==> src/rtl/zsma_pkg.sv <==
// Shared types and constants for the zero-skipping moving average core.
// No dependencies; imported by every module of the block except zsma_ram.
`default_nettype none

package zsma_pkg;

    // Fixed field widths of the sample, average and used-count ports
    localparam int SAMPLE_W = 16;
    localparam int USED_W   = 4;
    localparam int USED_MAX = 15;

    // Commands from the controller to the datapath
    typedef struct packed {
        logic accept;    // latch the incoming samples, read the ring slot
        logic update;    // replace the ring slot, adjust totals and counts
        logic load_div;  // load both dividers from the new totals
        logic step;      // one restoring division step in both dividers
        logic load_out;  // move the quotients into the output register
    } t_cmd;

endpackage

`default_nettype wire

==> src/rtl/zsma_ram.sv <==
// Generic single-write, single-read RAM with registered read data.
// No dependencies.
`default_nettype none

module zsma_ram #(
    parameter int WIDTH = 32,
    parameter int DEPTH = 8
) (
    input  wire logic                                   i_clk,
    input  wire logic                                   i_we,
    input  wire logic [(DEPTH > 1 ? $clog2(DEPTH) : 1)-1:0] i_waddr,
    input  wire logic [WIDTH-1:0]                       i_wdata,
    input  wire logic [(DEPTH > 1 ? $clog2(DEPTH) : 1)-1:0] i_raddr,
    output logic      [WIDTH-1:0]                       o_rdata
);

    logic [WIDTH-1:0] r_mem [DEPTH];

    // Write on enable, read every cycle
    always_ff @(posedge i_clk) begin
        if (i_we) begin
            r_mem[i_waddr] <= i_wdata;
        end
        o_rdata <= r_mem[i_raddr];
    end

endmodule

`default_nettype wire

==> src/rtl/zsma_div.sv <==
// Restoring serial divider: signed total by unsigned count, one quotient bit a step.
// Depends on zsma_pkg for the result width.
`default_nettype none

module zsma_div #(
    parameter int NUM_W = 19,
    parameter int DEN_W = 4
) (
    input  wire logic                          i_clk,
    input  wire logic                          i_load,
    input  wire logic                          i_step,
    input  wire logic signed [NUM_W-1:0]       i_num,
    input  wire logic        [DEN_W-1:0]       i_den,
    output logic signed [zsma_pkg::SAMPLE_W-1:0] o_quot
);
    import zsma_pkg::*;

    logic             r_neg;
    logic             r_zero;
    logic [NUM_W-1:0] r_quo;
    logic [DEN_W:0]   r_rem;
    logic [DEN_W-1:0] r_den;

    logic [NUM_W-1:0]    num_mag;
    logic [DEN_W:0]      shifted;
    logic [DEN_W:0]      diff;
    logic                fits;
    logic [SAMPLE_W-1:0] mag16;

    // Magnitude of the dividend and the trial subtraction
    always_comb begin
        num_mag = i_num[NUM_W-1] ? (~i_num + NUM_W'(1)) : i_num;
        shifted = {r_rem[DEN_W-1:0], r_quo[NUM_W-1]};
        diff    = shifted - {1'b0, r_den};
        fits    = shifted >= {1'b0, r_den};
        mag16   = r_quo[SAMPLE_W-1:0];
    end

    // Load operands, then shift one quotient bit in per step
    always_ff @(posedge i_clk) begin
        if (i_load) begin
            r_neg  <= i_num[NUM_W-1];
            r_zero <= (i_den == '0);
            r_quo  <= num_mag;
            r_rem  <= '0;
            r_den  <= i_den;
        end else if (i_step) begin
            r_rem <= fits ? diff : shifted;
            r_quo <= {r_quo[NUM_W-2:0], fits};
        end
    end

    // Apply sign; an empty window gives zero
    always_comb begin
        if (r_zero) begin
            o_quot = '0;
        end else if (r_neg) begin
            o_quot = signed'(~mag16 + SAMPLE_W'(1));
        end else begin
            o_quot = signed'(mag16);
        end
    end

endmodule

`default_nettype wire

==> src/rtl/zsma_dp.sv <==
// Datapath: ring memory, write position, running totals and counts, dividers, output register.
// Depends on zsma_pkg, zsma_ram and zsma_div.
`default_nettype none

module zsma_dp #(
    parameter int WINDOW = 8,
    parameter int POS_W  = 3,
    parameter int CNT_W  = 4,
    parameter int TOT_W  = 19
) (
    input  wire logic                                  i_clk,
    input  wire logic                                  i_rst_n,
    input  wire zsma_pkg::t_cmd                        i_cmd,
    input  wire logic signed [zsma_pkg::SAMPLE_W-1:0]  i_t_samp,
    input  wire logic signed [zsma_pkg::SAMPLE_W-1:0]  i_h_samp,
    output logic signed [zsma_pkg::SAMPLE_W-1:0]       o_t_avg,
    output logic signed [zsma_pkg::SAMPLE_W-1:0]       o_h_avg,
    output logic        [zsma_pkg::USED_W-1:0]         o_t_used,
    output logic        [zsma_pkg::USED_W-1:0]         o_h_used
);
    import zsma_pkg::*;

    logic [POS_W-1:0]          r_pos;
    logic [WINDOW-1:0]         r_vld;
    logic signed [SAMPLE_W-1:0] r_t_samp;
    logic signed [SAMPLE_W-1:0] r_h_samp;
    logic signed [TOT_W-1:0]   r_t_tot;
    logic signed [TOT_W-1:0]   r_h_tot;
    logic [CNT_W-1:0]          r_t_cnt;
    logic [CNT_W-1:0]          r_h_cnt;

    logic [2*SAMPLE_W-1:0]      rdata;
    logic signed [SAMPLE_W-1:0] t_old;
    logic signed [SAMPLE_W-1:0] h_old;
    logic signed [TOT_W-1:0]    n_t_tot;
    logic signed [TOT_W-1:0]    n_h_tot;
    logic [CNT_W-1:0]           n_t_cnt;
    logic [CNT_W-1:0]           n_h_cnt;
    logic [POS_W-1:0]           n_pos;
    logic signed [SAMPLE_W-1:0] t_quot;
    logic signed [SAMPLE_W-1:0] h_quot;

    // Both rings share one address, so they share one memory word
    zsma_ram #(
        .WIDTH (2 * SAMPLE_W),
        .DEPTH (WINDOW)
    ) u_ring (
        .i_clk   (i_clk),
        .i_we    (i_cmd.update),
        .i_waddr (r_pos),
        .i_wdata ({r_t_samp, r_h_samp}),
        .i_raddr (r_pos),
        .o_rdata (rdata)
    );

    // Old entries read as zero until their slot is first written
    always_comb begin
        t_old   = r_vld[r_pos] ? signed'(rdata[2*SAMPLE_W-1:SAMPLE_W]) : '0;
        h_old   = r_vld[r_pos] ? signed'(rdata[SAMPLE_W-1:0]) : '0;
        n_t_tot = r_t_tot - TOT_W'(t_old) + TOT_W'(r_t_samp);
        n_h_tot = r_h_tot - TOT_W'(h_old) + TOT_W'(r_h_samp);
        n_t_cnt = r_t_cnt - CNT_W'(t_old != '0) + CNT_W'(r_t_samp != '0);
        n_h_cnt = r_h_cnt - CNT_W'(h_old != '0) + CNT_W'(r_h_samp != '0);
        n_pos   = (r_pos == POS_W'(WINDOW - 1)) ? '0 : r_pos + POS_W'(1);
    end

    // Hold running state; clear on reset
    always_ff @(posedge i_clk) begin
        if (!i_rst_n) begin
            r_pos   <= '0;
            r_vld   <= '0;
            r_t_tot <= '0;
            r_h_tot <= '0;
            r_t_cnt <= '0;
            r_h_cnt <= '0;
        end else if (i_cmd.update) begin
            r_pos        <= n_pos;
            r_vld[r_pos] <= 1'b1;
            r_t_tot      <= n_t_tot;
            r_h_tot      <= n_h_tot;
            r_t_cnt      <= n_t_cnt;
            r_h_cnt      <= n_h_cnt;
        end
    end

    // Capture the samples of the accepted transaction
    always_ff @(posedge i_clk) begin
        if (i_cmd.accept) begin
            r_t_samp <= i_t_samp;
            r_h_samp <= i_h_samp;
        end
    end

    zsma_div #(
        .NUM_W (TOT_W),
        .DEN_W (CNT_W)
    ) u_t_div (
        .i_clk  (i_clk),
        .i_load (i_cmd.load_div),
        .i_step (i_cmd.step),
        .i_num  (r_t_tot),
        .i_den  (r_t_cnt),
        .o_quot (t_quot)
    );

    zsma_div #(
        .NUM_W (TOT_W),
        .DEN_W (CNT_W)
    ) u_h_div (
        .i_clk  (i_clk),
        .i_load (i_cmd.load_div),
        .i_step (i_cmd.step),
        .i_num  (r_h_tot),
        .i_den  (r_h_cnt),
        .o_quot (h_quot)
    );

    // Load the output register; used counts saturate at the field limit
    always_ff @(posedge i_clk) begin
        if (i_cmd.load_out) begin
            o_t_avg  <= t_quot;
            o_h_avg  <= h_quot;
            o_t_used <= (32'(r_t_cnt) > 32'(USED_MAX)) ? USED_W'(USED_MAX) : USED_W'(r_t_cnt);
            o_h_used <= (32'(r_h_cnt) > 32'(USED_MAX)) ? USED_W'(USED_MAX) : USED_W'(r_h_cnt);
        end
    end

endmodule

`default_nettype wire

==> src/rtl/zsma_ctrl.sv <==
// Controller: sequences accept, ring update, divider load and steps, result hand-off.
// Depends on zsma_pkg for the command struct.
`default_nettype none

module zsma_ctrl #(
    parameter int TOT_W = 19
) (
    input  wire logic           i_clk,
    input  wire logic           i_rst_n,
    input  wire logic           i_in_valid,
    input  wire logic           i_out_stall,
    output logic                o_in_stall,
    output logic                o_out_valid,
    output zsma_pkg::t_cmd      o_cmd
);
    import zsma_pkg::*;

    localparam int STEP_W = $clog2(TOT_W);

    typedef enum logic [2:0] {
        ST_IDLE,
        ST_UPDATE,
        ST_LOAD,
        ST_DIVIDE,
        ST_DONE
    } t_state;

    t_state            r_state;
    t_state            n_state;
    logic [STEP_W-1:0] r_step;
    logic [STEP_W-1:0] n_step;
    logic              n_out_valid;
    logic              out_free;

    // Decode commands and next state
    always_comb begin
        o_cmd       = '0;
        n_state     = r_state;
        n_step      = r_step;
        out_free    = !o_out_valid || !i_out_stall;
        n_out_valid = o_out_valid && i_out_stall;
        o_in_stall  = (r_state != ST_IDLE);
        unique case (r_state)
            ST_IDLE: begin
                if (i_in_valid) begin
                    o_cmd.accept = 1'b1;
                    n_state      = ST_UPDATE;
                end
            end
            ST_UPDATE: begin
                o_cmd.update = 1'b1;
                n_state      = ST_LOAD;
            end
            ST_LOAD: begin
                o_cmd.load_div = 1'b1;
                n_step         = '0;
                n_state        = ST_DIVIDE;
            end
            ST_DIVIDE: begin
                o_cmd.step = 1'b1;
                n_step     = r_step + STEP_W'(1);
                if (r_step == STEP_W'(TOT_W - 1)) begin
                    n_state = ST_DONE;
                end
            end
            ST_DONE: begin
                if (out_free) begin
                    o_cmd.load_out = 1'b1;
                    n_out_valid    = 1'b1;
                    n_state        = ST_IDLE;
                end
            end
            default: begin
                n_state = ST_IDLE;
            end
        endcase
    end

    // Hold state, step count and output valid
    always_ff @(posedge i_clk) begin
        if (!i_rst_n) begin
            r_state     <= ST_IDLE;
            r_step      <= '0;
            o_out_valid <= 1'b0;
        end else begin
            r_state     <= n_state;
            r_step      <= n_step;
            o_out_valid <= n_out_valid;
        end
    end

endmodule

`default_nettype wire

==> src/rtl/zero_skipping_moving_average_core.sv <==
// Top level of the zero-skipping moving average core: controller plus datapath.
// Depends on zsma_pkg, zsma_ctrl and zsma_dp.
//
//   channel  | valid   | stall   | payload
//   ---------+---------+---------+----------------------------------------------
//   input    | i_valid | o_stall | i_temperature_sample, i_humidity_sample
//   output   | o_valid | i_stall | o_temperature_average, o_humidity_average,
//            |         |         | o_temperature_used, o_humidity_used
//
// A transaction runs accept, ring update, divider load, division steps and result hand-off in turn;
// the restoring dividers produce one quotient bit per cycle.
// A finished result sits in the output register while the next transaction is taken;
// the block only waits in its final state if that register is still stalled.
// Synchronous active-low reset empties both rings (per-slot valid flags), zeroes
// totals, counts and write position, and drops o_valid. No clearing pass is needed.
`default_nettype none

module zero_skipping_moving_average_core #(
    parameter int WINDOW = 8
) (
    input  wire logic                                 i_clk,
    input  wire logic                                 i_rst_n,
    input  wire logic                                 i_valid,
    output logic                                      o_stall,
    input  wire logic signed [zsma_pkg::SAMPLE_W-1:0] i_temperature_sample,
    input  wire logic signed [zsma_pkg::SAMPLE_W-1:0] i_humidity_sample,
    output logic                                      o_valid,
    input  wire logic                                 i_stall,
    output logic signed [zsma_pkg::SAMPLE_W-1:0]      o_temperature_average,
    output logic signed [zsma_pkg::SAMPLE_W-1:0]      o_humidity_average,
    output logic        [zsma_pkg::USED_W-1:0]        o_temperature_used,
    output logic        [zsma_pkg::USED_W-1:0]        o_humidity_used
);
    import zsma_pkg::*;

    localparam int POS_W = (WINDOW > 1) ? $clog2(WINDOW) : 1;
    localparam int CNT_W = $clog2(WINDOW + 1);
    localparam int TOT_W = SAMPLE_W + $clog2(WINDOW);

    t_cmd cmd;

    zsma_ctrl #(
        .TOT_W (TOT_W)
    ) u_ctrl (
        .i_clk       (i_clk),
        .i_rst_n     (i_rst_n),
        .i_in_valid  (i_valid),
        .i_out_stall (i_stall),
        .o_in_stall  (o_stall),
        .o_out_valid (o_valid),
        .o_cmd       (cmd)
    );

    zsma_dp #(
        .WINDOW (WINDOW),
        .POS_W  (POS_W),
        .CNT_W  (CNT_W),
        .TOT_W  (TOT_W)
    ) u_dp (
        .i_clk    (i_clk),
        .i_rst_n  (i_rst_n),
        .i_cmd    (cmd),
        .i_t_samp (i_temperature_sample),
        .i_h_samp (i_humidity_sample),
        .o_t_avg  (o_temperature_average),
        .o_h_avg  (o_humidity_average),
        .o_t_used (o_temperature_used),
        .o_h_used (o_humidity_used)
    );

endmodule

`default_nettype wire

==> config.mk <==
export PLATFORM = sky130hd
export DESIGN_NAME = zero_skipping_moving_average_core
export DESIGN_NICKNAME = d
export VERILOG_FILES = /design/src/rtl/zsma_pkg.sv /design/src/rtl/zsma_ram.sv /design/src/rtl/zsma_div.sv /design/src/rtl/zsma_dp.sv /design/src/rtl/zsma_ctrl.sv /design/src/rtl/zero_skipping_moving_average_core.sv
export SDC_FILE = /design/constraint.sdc
export NUM_CORES = 1
export LEC_CHECK = 0
export BUFFER_PORTS_ARGS = -buffer_cell sky130_fd_sc_hd__buf_2
export CORE_ASPECT_RATIO = 0.8
export CORE_MARGIN = 5
export CORE_UTILIZATION = 62
export DETAILED_ROUTE_END_ITERATION = 8
export GPL_ROUTABILITY_DRIVEN = 0
export MAX_ROUTING_LAYER = met4
export PLACE_DENSITY = 0.8
export SYNTH_ARGS = -nofsm -noshare
export SYNTH_HDL_FRONTEND = slang
export SYNTH_SLANG_ARGS = --single-unit
==> constraint.sdc <==
create_clock -name i_clk -period 5.5 [get_ports i_clk]
set_input_delay 0.275 -clock i_clk [delete_from_list [all_inputs] [get_ports i_clk]]
set_output_delay 0.275 -clock i_clk [all_outputs]
set_load 0.05 [all_outputs]
# Yosys cells after proc, flatten, opt, wreduce, memory -nomap -nowiden
# Memories as Yosys holds them, arrays and structs flattened. A register that Yosys moved wholly into a read port is not among the register bits.
# Cells that the tools add are included.
# op_classes
addsub	16
magnitude_cmp	4
eq_ne	9
n_mux	33
bitwise_logic	5
reduce_logical	16
# op_table
cell	count
$mux W19	6
$mux W16	4
$reduce_bool A16 Y1	4
$add A19 B16 Y19	2
$add A19 B2 Y19 const B	2
$not A19 Y19	2
$sub A19 B16 Y19	2
$add A16 B1 Y16 const B	2
$not A16 Y16	2
$pmux W3 S5	1
$mux W1	13
$mux W3	4
$ge A5 B4 Y1	2
$pmux W5 S2	1
$add A4 B1 Y4	2
$logic_not A4 Y1	2
$mux W4	2
$or A8 B8 Y8	1
$sub A4 B1 Y4	2
$sub A4 B4 Y4	2
$eq A3 B2 Y1 const B	2
$eq A3 B3 Y1 const B	2
$add A5 B1 Y5 const B	1
$eq A5 B5 Y1 const B	1
15 further kinds	19
# totals
register_bits	196
mem_bits_rw	256
in_bits	36
output_inout_bits	42
memories	1
# memory_table
memory	words	word_bits	rd	rd_clocked_by_memory_dff	wr	line_no	text
u_dp.u_ring.r_mem	8	32	1	1	1	zsma_ram.sv:17	logic [WIDTH-1:0] r_mem [DEPTH];

# Logic depth before layout (Yosys ltp)
# Gate-level depths: netlist of run 1.
# depth
depth_word	6
ltp_mapped	19
depth_no_buf	17

# By module
# From an unflattened synthesis of run 1, not the netlist that was laid out.
# unflattened
hier_cells	1748
area_unflattened_um2	23332.4
# modules_own_cells
mod	instances	cells_each	area_per_inst_um2	seq_area_each_um2
zsma_ram	1	415	10466.3	8328.0
zsma_dp	1	779	7907.6	3303.2
zsma_div at u_dp.u_t_div	1	249	2242.2	830.8
zsma_div at u_dp.u_h_div	1	248	2229.6	830.8
zsma_ctrl	1	57	486.7	180.2

# Least setup slack after synthesis of run 1
# Ideal clock, no wire load.
# synth_path
kind	register -> register
start	register u_dp.r_pos[1]
end	register u_dp.r_h_tot[18]
setup_ns	0.070
arrival_time_ns	4.011
t_required_ns	5.430
setup_slack_ns	1.419
path_stages_with_launch	18
path_buffers	2
cell_sequence	dfxtp_1 > buf_4 > nand2b_1 > mux4_2 > o21ai_2 > clkbuf_1 > nand2_1 > fa_1 > inv_1 > fa_1 > nand2b_1 > a211o_1 > a31o_2 > o31ai_1 > a311oi_1 > xnor2_1 > or3_1 > a21boi_1
# synth_between
elab_chain_len	5
# synth_lines
element	line_no	text
start, declared	zsma_dp.sv:23	logic [POS_W-1:0] r_pos;
start signal, assigned	zsma_dp.sv:77	r_pos <= n_pos;
$bmux W1 S3	zsma_dp.sv:59	h_old = r_vld[r_pos] ? signed'(rdata[SAMPLE_W-1:0]) : '0;
$mux W1 (not written as such)	zsma_dp.sv:59	
$mux W16	zsma_dp.sv:59	
$sub A19 B16 Y19	zsma_dp.sv:61	n_h_tot = r_h_tot - TOT_W'(h_old) + TOT_W'(r_h_samp);
$add A19 B16 Y19	zsma_dp.sv:61	
end signal, assigned	zsma_dp.sv:80	r_h_tot <= n_h_tot;
end, declared	zsma_dp.sv:28	logic signed [TOT_W-1:0] r_h_tot;
# Every way passes these cells. The select of a mux whose other input is x is not followed.
# A chain may end at the register's enable or synchronous reset.

# Final worst setup path of run 1
# layout_path
start	register u_dp.r_pos[1]
end	register u_dp.r_t_tot[15]
# layout_between
elab_chain_len	5
# layout_lines
element	line_no	text
$bmux W1 S3	zsma_dp.sv:58	t_old = r_vld[r_pos] ? signed'(rdata[2*SAMPLE_W-1:SAMPLE_W]) : '0;
$mux W1 (not written as such)	zsma_dp.sv:58	
$mux W16	zsma_dp.sv:58	
$sub A19 B16 Y19	zsma_dp.sv:60	n_t_tot = r_t_tot - TOT_W'(t_old) + TOT_W'(r_t_samp);
$add A19 B16 Y19	zsma_dp.sv:60	
end signal, assigned	zsma_dp.sv:79	r_t_tot <= n_t_tot;
end, declared	zsma_dp.sv:27	logic signed [TOT_W-1:0] r_t_tot;
# Every way passes these cells. The select of a mux whose other input is x is not followed.

==> impl_metrics.py, run 1 <==
metrics = {
    "cells_and_area": {
        "drive_gt1_share_pct": 9.96,
        "final_cell_mix": "378 x edfxtp_1, 168 x inv_1, 148 x nand2_1",
        "fin_util_pct": 70.8,
        "fin_cells": 2380,
        "num_antenna_cells": 0,
        "final_nets": 2010,
        "areaGrowthSynthToFinish_pct": 12.9,
        "final_common_cell": "edfxtp_1",
        "fillCellCount": 2313,
    },
    "global_routing": {
        "track_usage_pct": 24.7,
        "grt_pass1_wl_mm": 73.1,
        "grt_pass1_vias": 13400,
        "grt-ovfl-total": 0,
        "grt_max_degree": 73,
        "antenna_found_initial": 0,
    },
    "critical_path": {
        "crit_path_start_kind": "flip-flop",
        "arrival_ps": 5260,
        "path_class": "flip-flop to flip-flop",
        "worstPathRequired_ps": 5940,
        "worstPathMaxFanout": 21,
        "crit_path_end_kind": "flip-flop",
        "rr_worst_depth": 14,
    },
    "logic_synthesis": {
        "synth_fp_nets": 1905,
        "synth_ff_type": "edfxtp_1",
        "netlist.area_leader.share_pct": 52.2,
        "ys_seq_area_share_pct": 62.0,
        "synth_area_leaders": "edfxtp_1 52%, dfxtp_1 9.8%, a22oi_1 4.5%, fa_1 3.7%, ha_1 3.7%",
        "synth-edff-count": 378,
        "synth_top_area_cell": "edfxtp_1",
        "yosys_register_bits": 484,
        "synth_cell_types": 60,
        "netlist_instances": 1765,
        "async_reset_ff_share_pct": 0,
        "synth_warnings": 0,
        "syn-cell-area_mm2": 0.0217,
        "syn_avg_cell_area_um2": 12.3,
    },
    "clock_network": {
        "h-tree-depth": 2,
        "path_clk_slew_ps": 60,
        "cts_root_buf": "clkbuf_16",
        "cts_buffers": 46,
        "clkSinkCount": 484,
        "cts_setup_buffers": 0,
        "clk_latency_ps": 580,
        "cts_tree": "done",
        "cts_buffer_depth": 3,
    },
    "power": {
        "power_density_mw_per_mm2": 410,
        "cellLeakagePower_nw": 9.21,
        "vdd_drop_max_uv": 326,
    },
    "routing": {
        "route.detailed.drc": 0,
        "drtPass1Iterations": 6,
        "wirelength_mm": 46.4,
        "routedWlPerCell_um": 19.5,
        "viasPerCell": 5.85,
        "via_count": 13900,
        "detail-route-antenna-nets": 0,
        "first_iter_violations": 1372,
    },
    "timing": {
        "fin_skew_ps": 28.0,
        "rsz0062_at_grt": "false",
        "setup_viol": 0,
        "final.setup.tns_ps": 0,
        "hold_viol": 0,
        "worst_pin_slew_ps": 1150,
        "final.min_clock_period_ps": 4820,
        "timing.fmax_mhz": 207,
        "finalMaxSlewViolations": 0,
        "relSlewSlack_pct": 23.4,
        "final.period_utilization_pct": 87.7,
    },
    "place": {
        "placedCellCount": 2261,
        "numPortBuffers": 77,
        "hpwl_mm": 29.6,
    },
    "job": {
        "maxCapViolCount": 0,
    },
    "floorplanning": {
        "dieWidth_um": 219,
        "core_area_mm2": 0.0347,
        "die_area_mm2": 0.0389,
        "die_height_um": 177,
        "rows": 61,
        "io_pins": 78,
        "initial_core_util_pct": 62.7,
    },
    "hold_path": {
        "hold_depth": 3,
        "hold_path_class": "input port to flip-flop",
    },
    "run_status": {
        "status": "completed",
    },
}
-- synthesized netlist by cell type (33+ instances only) --
master and count:
edfxtp_1 378, inv_1 168, nand2_1 148, a22oi_1 130, dfxtp_1 106, o21ai_0 74, clkbuf_1 69, nor2_1 68
xnor2_1 66, ha_1 64, and2_1 54, a21oi_1 43, nand4_1 42, fa_1 40, xor2_1 33
-- repair_timing --
action                     CTS  global route
setup endpoints to repair    0             0
hold buffers                33             0
hold endpoints to repair    33             0
resized for setup            0             0
-- through the flow --
| step | hold slack (ps) | power, W | worst slack [ps] | instance area, µm² |
|---|---|---|---|---|
| floorplan | 374 | 0.00630 | 1420 | 21700 |
| global placement | 437 | 0.00678 | 979 | 22600 |
| detailed placement | 438 | 0.00687 | 739 | 22600 |
| CTS | 19.0 | 0.0101 | 735 | 24500 |
| global route | 49.3 | 0.0106 | 349 | 24500 |
| finish | 38.7 | 0.0101 | 676 | 24500 |
-- flip-flops by register name, indices dropped and copies added (netlist names), 4 cells and up --
name	flops
u_dp.u_h_div.r_rem	4
u_dp.u_ring.o_rdata	32
u_dp.o_h_used	4
u_dp.u_h_div.r_quo	19
u_dp.u_t_div.r_den	4
u_dp.o_t_avg	16
u_dp.r_t_cnt	4
u_ctrl.r_step	5
u_dp.o_h_avg	16
u_dp.o_t_used	4
u_dp.r_h_cnt	4
u_dp.r_vld	8
u_dp.r_t_tot	19
u_dp.u_t_div.r_quo	19
u_dp.r_t_samp	16
u_dp.u_t_div.r_rem	4
u_dp.r_h_samp	16
u_dp.u_h_div.r_den	4
u_dp.u_ring.r_mem	256
u_dp.r_h_tot	19
-- logic make-up (layout without fill, tap and decap cells) --
group | after synthesis | after routing | share of synthesized area (%)
AO/OA/AOI/OAI | 396 | 396 | 12.2
XOR/XNOR | 99 | 99 | 3.99
adder cells (fa/ha/maj) | 104 | 104 | 7.37
buffers and inverters | 245 | 388 | 4.25
flip-flops | 484 | 484 | 62.0
multiplexers | 8 | 8 | 0.426
AND/OR/NAND/NOR | 429 | 429 | 9.80
-- critical path, stage by stage (launching register included) --
cell       delay [ps]
dfxtp_1           680
mux2i_1           160
mux4_2            500
o21ai_2           290
nand2_1           200
fa_1              530
ha_1              320
a21o_1            160
a21o_1            210
a2111oi_0         680
nor2_1            220
a211o_1           310
a31oi_1           200
xor2_1            160
a21oi_1            80
-- worst paths after layout --
check,endpoint,startpoint,slack (ps)
worst max-delay path,u_dp.r_t_tot[15],u_dp.r_pos[1],680
worst min-delay path,u_ctrl.o_out_valid,i_stall,40
worst min register to register,u_dp.r_h_tot[16],u_dp.r_h_tot[16],450
worst max register to register,u_dp.r_t_tot[15],u_dp.r_pos[1],680
-- layer usage --
layer  GRT usage, %  vias up  share of wire (%)
met1           35.1     6639                 43
met3           4.95       66                9.5
met5              -        -                  0
met2           37.0      603                 45
li1               -     6613                  -
met4           6.59        0                2.1
-- where the power goes --
part / internal, W / switching (W) / leakage (nW)
sequential: 0.00421 / 0.000245 / 4.32
combinational: 0.00100 / 0.00141 / 4.12
clock: 0.00184 / 0.00135 / 0.758
total: 0.00706 / 0.00300 / 9.21
-- layout make-up --
class / count / area, µm² / area share (%)
multi-input cells: 1036 / 7400 / 30.2
flip-flops and latches: 484 / 13500 / 54.9
clock inverters: 13 / 189 / 0.770
repair buffers: 128 / 851 / 3.47
well taps: 472 / 591 / 2.41
clock buffers: 73 / 1380 / 5.64
inverters: 174 / 653 / 2.66
No activity file was read; power rests on OpenSTA's default activity.
==> run 2: changes to the inputs <==
Settings changed: CORE_UTILIZATION 62 to 64, CTS_BUF_LIST from default to sky130_fd_sc_hd__clkbuf_2 sky130_fd_sc_hd__clkbuf_4 sky130_fd_sc_hd__clkbuf_8, PLACE_DENSITY 0.8 to 0.82.
==> impl_metrics.py, run 2 (synthesized netlist as in run 1, its figures left out) <==
metrics = {
    "power": {
        "p_int_w": 0.00682,
        "power_density_mw_per_mm2": 403,
        "seqPwrFrac_pct": 45.4,
        "p_clk_share_pct": 30.3,
        "power.switching_w": 0.00302,
        "power_w": 0.00984,
        "switching_share_pct": 30.7,
        "pwr-share-comb_pct": 24.4,
        "vdd_drop_max_uv": 286,
        "cellLeakagePower_nw": 9.27,
    },
    "critical_path": {
        "rr_worst_depth": 14,
        "worstPathRequired_ps": 5990,
        "cp_slowest_stage_delay_ps": 680,
        "crit_path_start_kind": "flip-flop",
        "crit_chain": "mux2i_1, mux4_2, o21ai_2, nand2_1, fa_1, ha_1, a21o_1, a21o_1, a2111oi_0, nor2_1, a211o_1, a31oi_1, xor2_1, a21oi_1",
        "arrival_ps": 5230,
        "cp_slowest_cell": "dfxtp_1",
        "crit_path_end_kind": "flip-flop",
        "path_class": "flip-flop to flip-flop",
        "path_common_cell": "a21o_1",
        "worstPathMaxFanout": 19,
    },
    "cells_and_area": {
        "top_regs": "u_dp.u_ring.r_mem: 256 flops, u_dp.u_ring.o_rdata: 32 flops",
        "fillCellCount": 2179,
        "drive_gt1_share_pct": 12.7,
        "largest-register": "u_dp.u_ring.r_mem",
        "final_cell_mix": "378 x edfxtp_1, 168 x inv_1, 148 x nand2_1",
        "areaGrowthSynthToFinish_pct": 12.4,
        "num_antenna_cells": 0,
        "final_nets": 2038,
        "final_common_cell": "edfxtp_1",
        "finalInstanceArea_mm2": 0.0244,
        "largest_reg_flops": 256,
    },
    "routing": {
        "via_count": 14100,
        "route.detailed.drc": 0,
        "wirelength_mm": 47.0,
        "viasPerCell": 5.90,
        "first_iter_violations": 1394,
        "drtPass1Iterations": 5,
        "detail-route-antenna-nets": 0,
        "routedWlPerCell_um": 19.7,
    },
    "timing": {
        "rsz0062_at_grt": "false",
        "setup_viol": 0,
        "finalMaxSlewViolations": 0,
        "fin_skew_ps": 37.4,
        "relSlewSlack_pct": 23.0,
        "timing.fmax_mhz": 211,
        "final.period_utilization_pct": 86.1,
        "setup_slack_ps": 764,
        "final.setup.tns_ps": 0,
        "final.min_clock_period_ps": 4740,
        "worst_pin_slew_ps": 1150,
        "hold_ws_ps": 268,
        "hold_viol": 0,
    },
    "floorplanning": {
        "dieWidth_um": 216,
        "io_pins": 78,
        "rows": 60,
        "die_area_mm2": 0.0378,
        "initial_core_util_pct": 64.8,
        "core_area_mm2": 0.0336,
        "die_height_um": 175,
    },
    "clock_network": {
        "cts_buffers": 72,
        "clk_latency_ps": 630,
        "hold_buffers": 34,
        "cts_tree": "done",
        "clkSinkCount": 484,
        "path_clk_slew_ps": 60,
        "cts_buffer_depth": 3,
        "cts_root_buf": "clkbuf_8",
        "h-tree-depth": 3,
        "cts_setup_buffers": 0,
        "ctsResizeCount": 0,
    },
    "global_routing": {
        "antenna_found_initial": 0,
        "grt_max_degree": 73,
        "grt-ovfl-total": 0,
        "track_usage_pct": 25.8,
        "grt_pass1_vias": 13900,
        "grt_pass1_wl_mm": 75.4,
    },
    "job": {
        "maxCapViolCount": 0,
    },
    "place": {
        "hpwl_mm": 29.1,
        "dp_slack_ps": 812,
        "placed_area_mm2": 0.0226,
        "numPortBuffers": 77,
    },
    "hold_path": {
        "hold_depth": 3,
        "hold_path_class": "input port to flip-flop",
    },
    "run_status": {
        "status": "completed",
    },
}
-- run 2: changes by cell type in the layout (fill, tap and decap cells not counted), sizes merged --
cell / previous run / this run
clkinv: 10 / 14
buf: 95 / 96
inv: 173 / 177
clkinvlp: 2 / 1
bufinv: 2 / 0
dlygate4sd3: 33 / 34
clkbuf: 73 / 116
-- run 2: worst max-delay path: cells and delay by family, from the launching register on --
kind / cells / cell delay [ps]
fa+ha+maj: 2 / 840
simple gates: 2 / 420
mux: 2 / 650
flops: 1 / 680
compound gates: 7 / 1850
xor+xnor: 1 / 170
-- run 2: path summary, 6_finish.rpt --
path	start	endpoint	slack, ps
worst max-delay path	u_dp.r_pos[1]	u_dp.r_t_tot[15]	760
worst min-delay path	i_rst_n	u_dp.r_h_cnt[3]	270
worst max register to register	u_dp.r_pos[1]	u_dp.r_t_tot[15]	760
worst min register to register	u_dp.u_ring.r_mem[7][6]	u_dp.u_ring.o_rdata[6]	450
-- run 2: metrics by stage --
| step | utilization, % | std cells |
|---|---|---|
| after global placement | 67.3 | 2224 |
| after floorplan | - | 1765 |
| after CTS | 72.8 | 2392 |
| final | 72.8 | 2392 |
| after global routing | 72.8 | 2392 |
| after detailed placement | 67.3 | 2224 |
-- run 2: routing by layer --
| layer | GRT usage (%) | vias to the layer above | routed length [µm] |
|---|---|---|---|
| met2 | 38.5 | 661 | 21300 |
| met1 | 37.1 | 6701 | 20400 |
| met4 | 6.81 | 0 | 893 |
| li1 | - | 6680 | - |
| met3 | 4.90 | 79 | 4460 |
| met5 | - | - | 0 |
-- run 2: power groups by stage --
stage,registers [W],logic [W],clock network (W)
global placement,0.00452,0.00226,0
detailed placement,0.00453,0.00234,0
floorplan,0.00441,0.00189,0
CTS,0.00446,0.00238,0.00303
finish,0.00446,0.00240,0.00298
global route,0.00449,0.00271,0.00320
-- run 2: area by class of cell --
| class | instances | area, µm² | share of cell area [%] |
|---|---|---|---|
| Clock inverter | 18 | 126 | 0.517 |
| Sequential cell | 484 | 13500 | 55.1 |
| Tap cell | 434 | 543 | 2.22 |
| Multi-Input combinational cell | 1036 | 7400 | 30.3 |
| Inverter | 174 | 653 | 2.67 |
| Clock buffer | 116 | 1370 | 5.61 |
| Timing Repair Buffer | 130 | 868 | 3.55 |
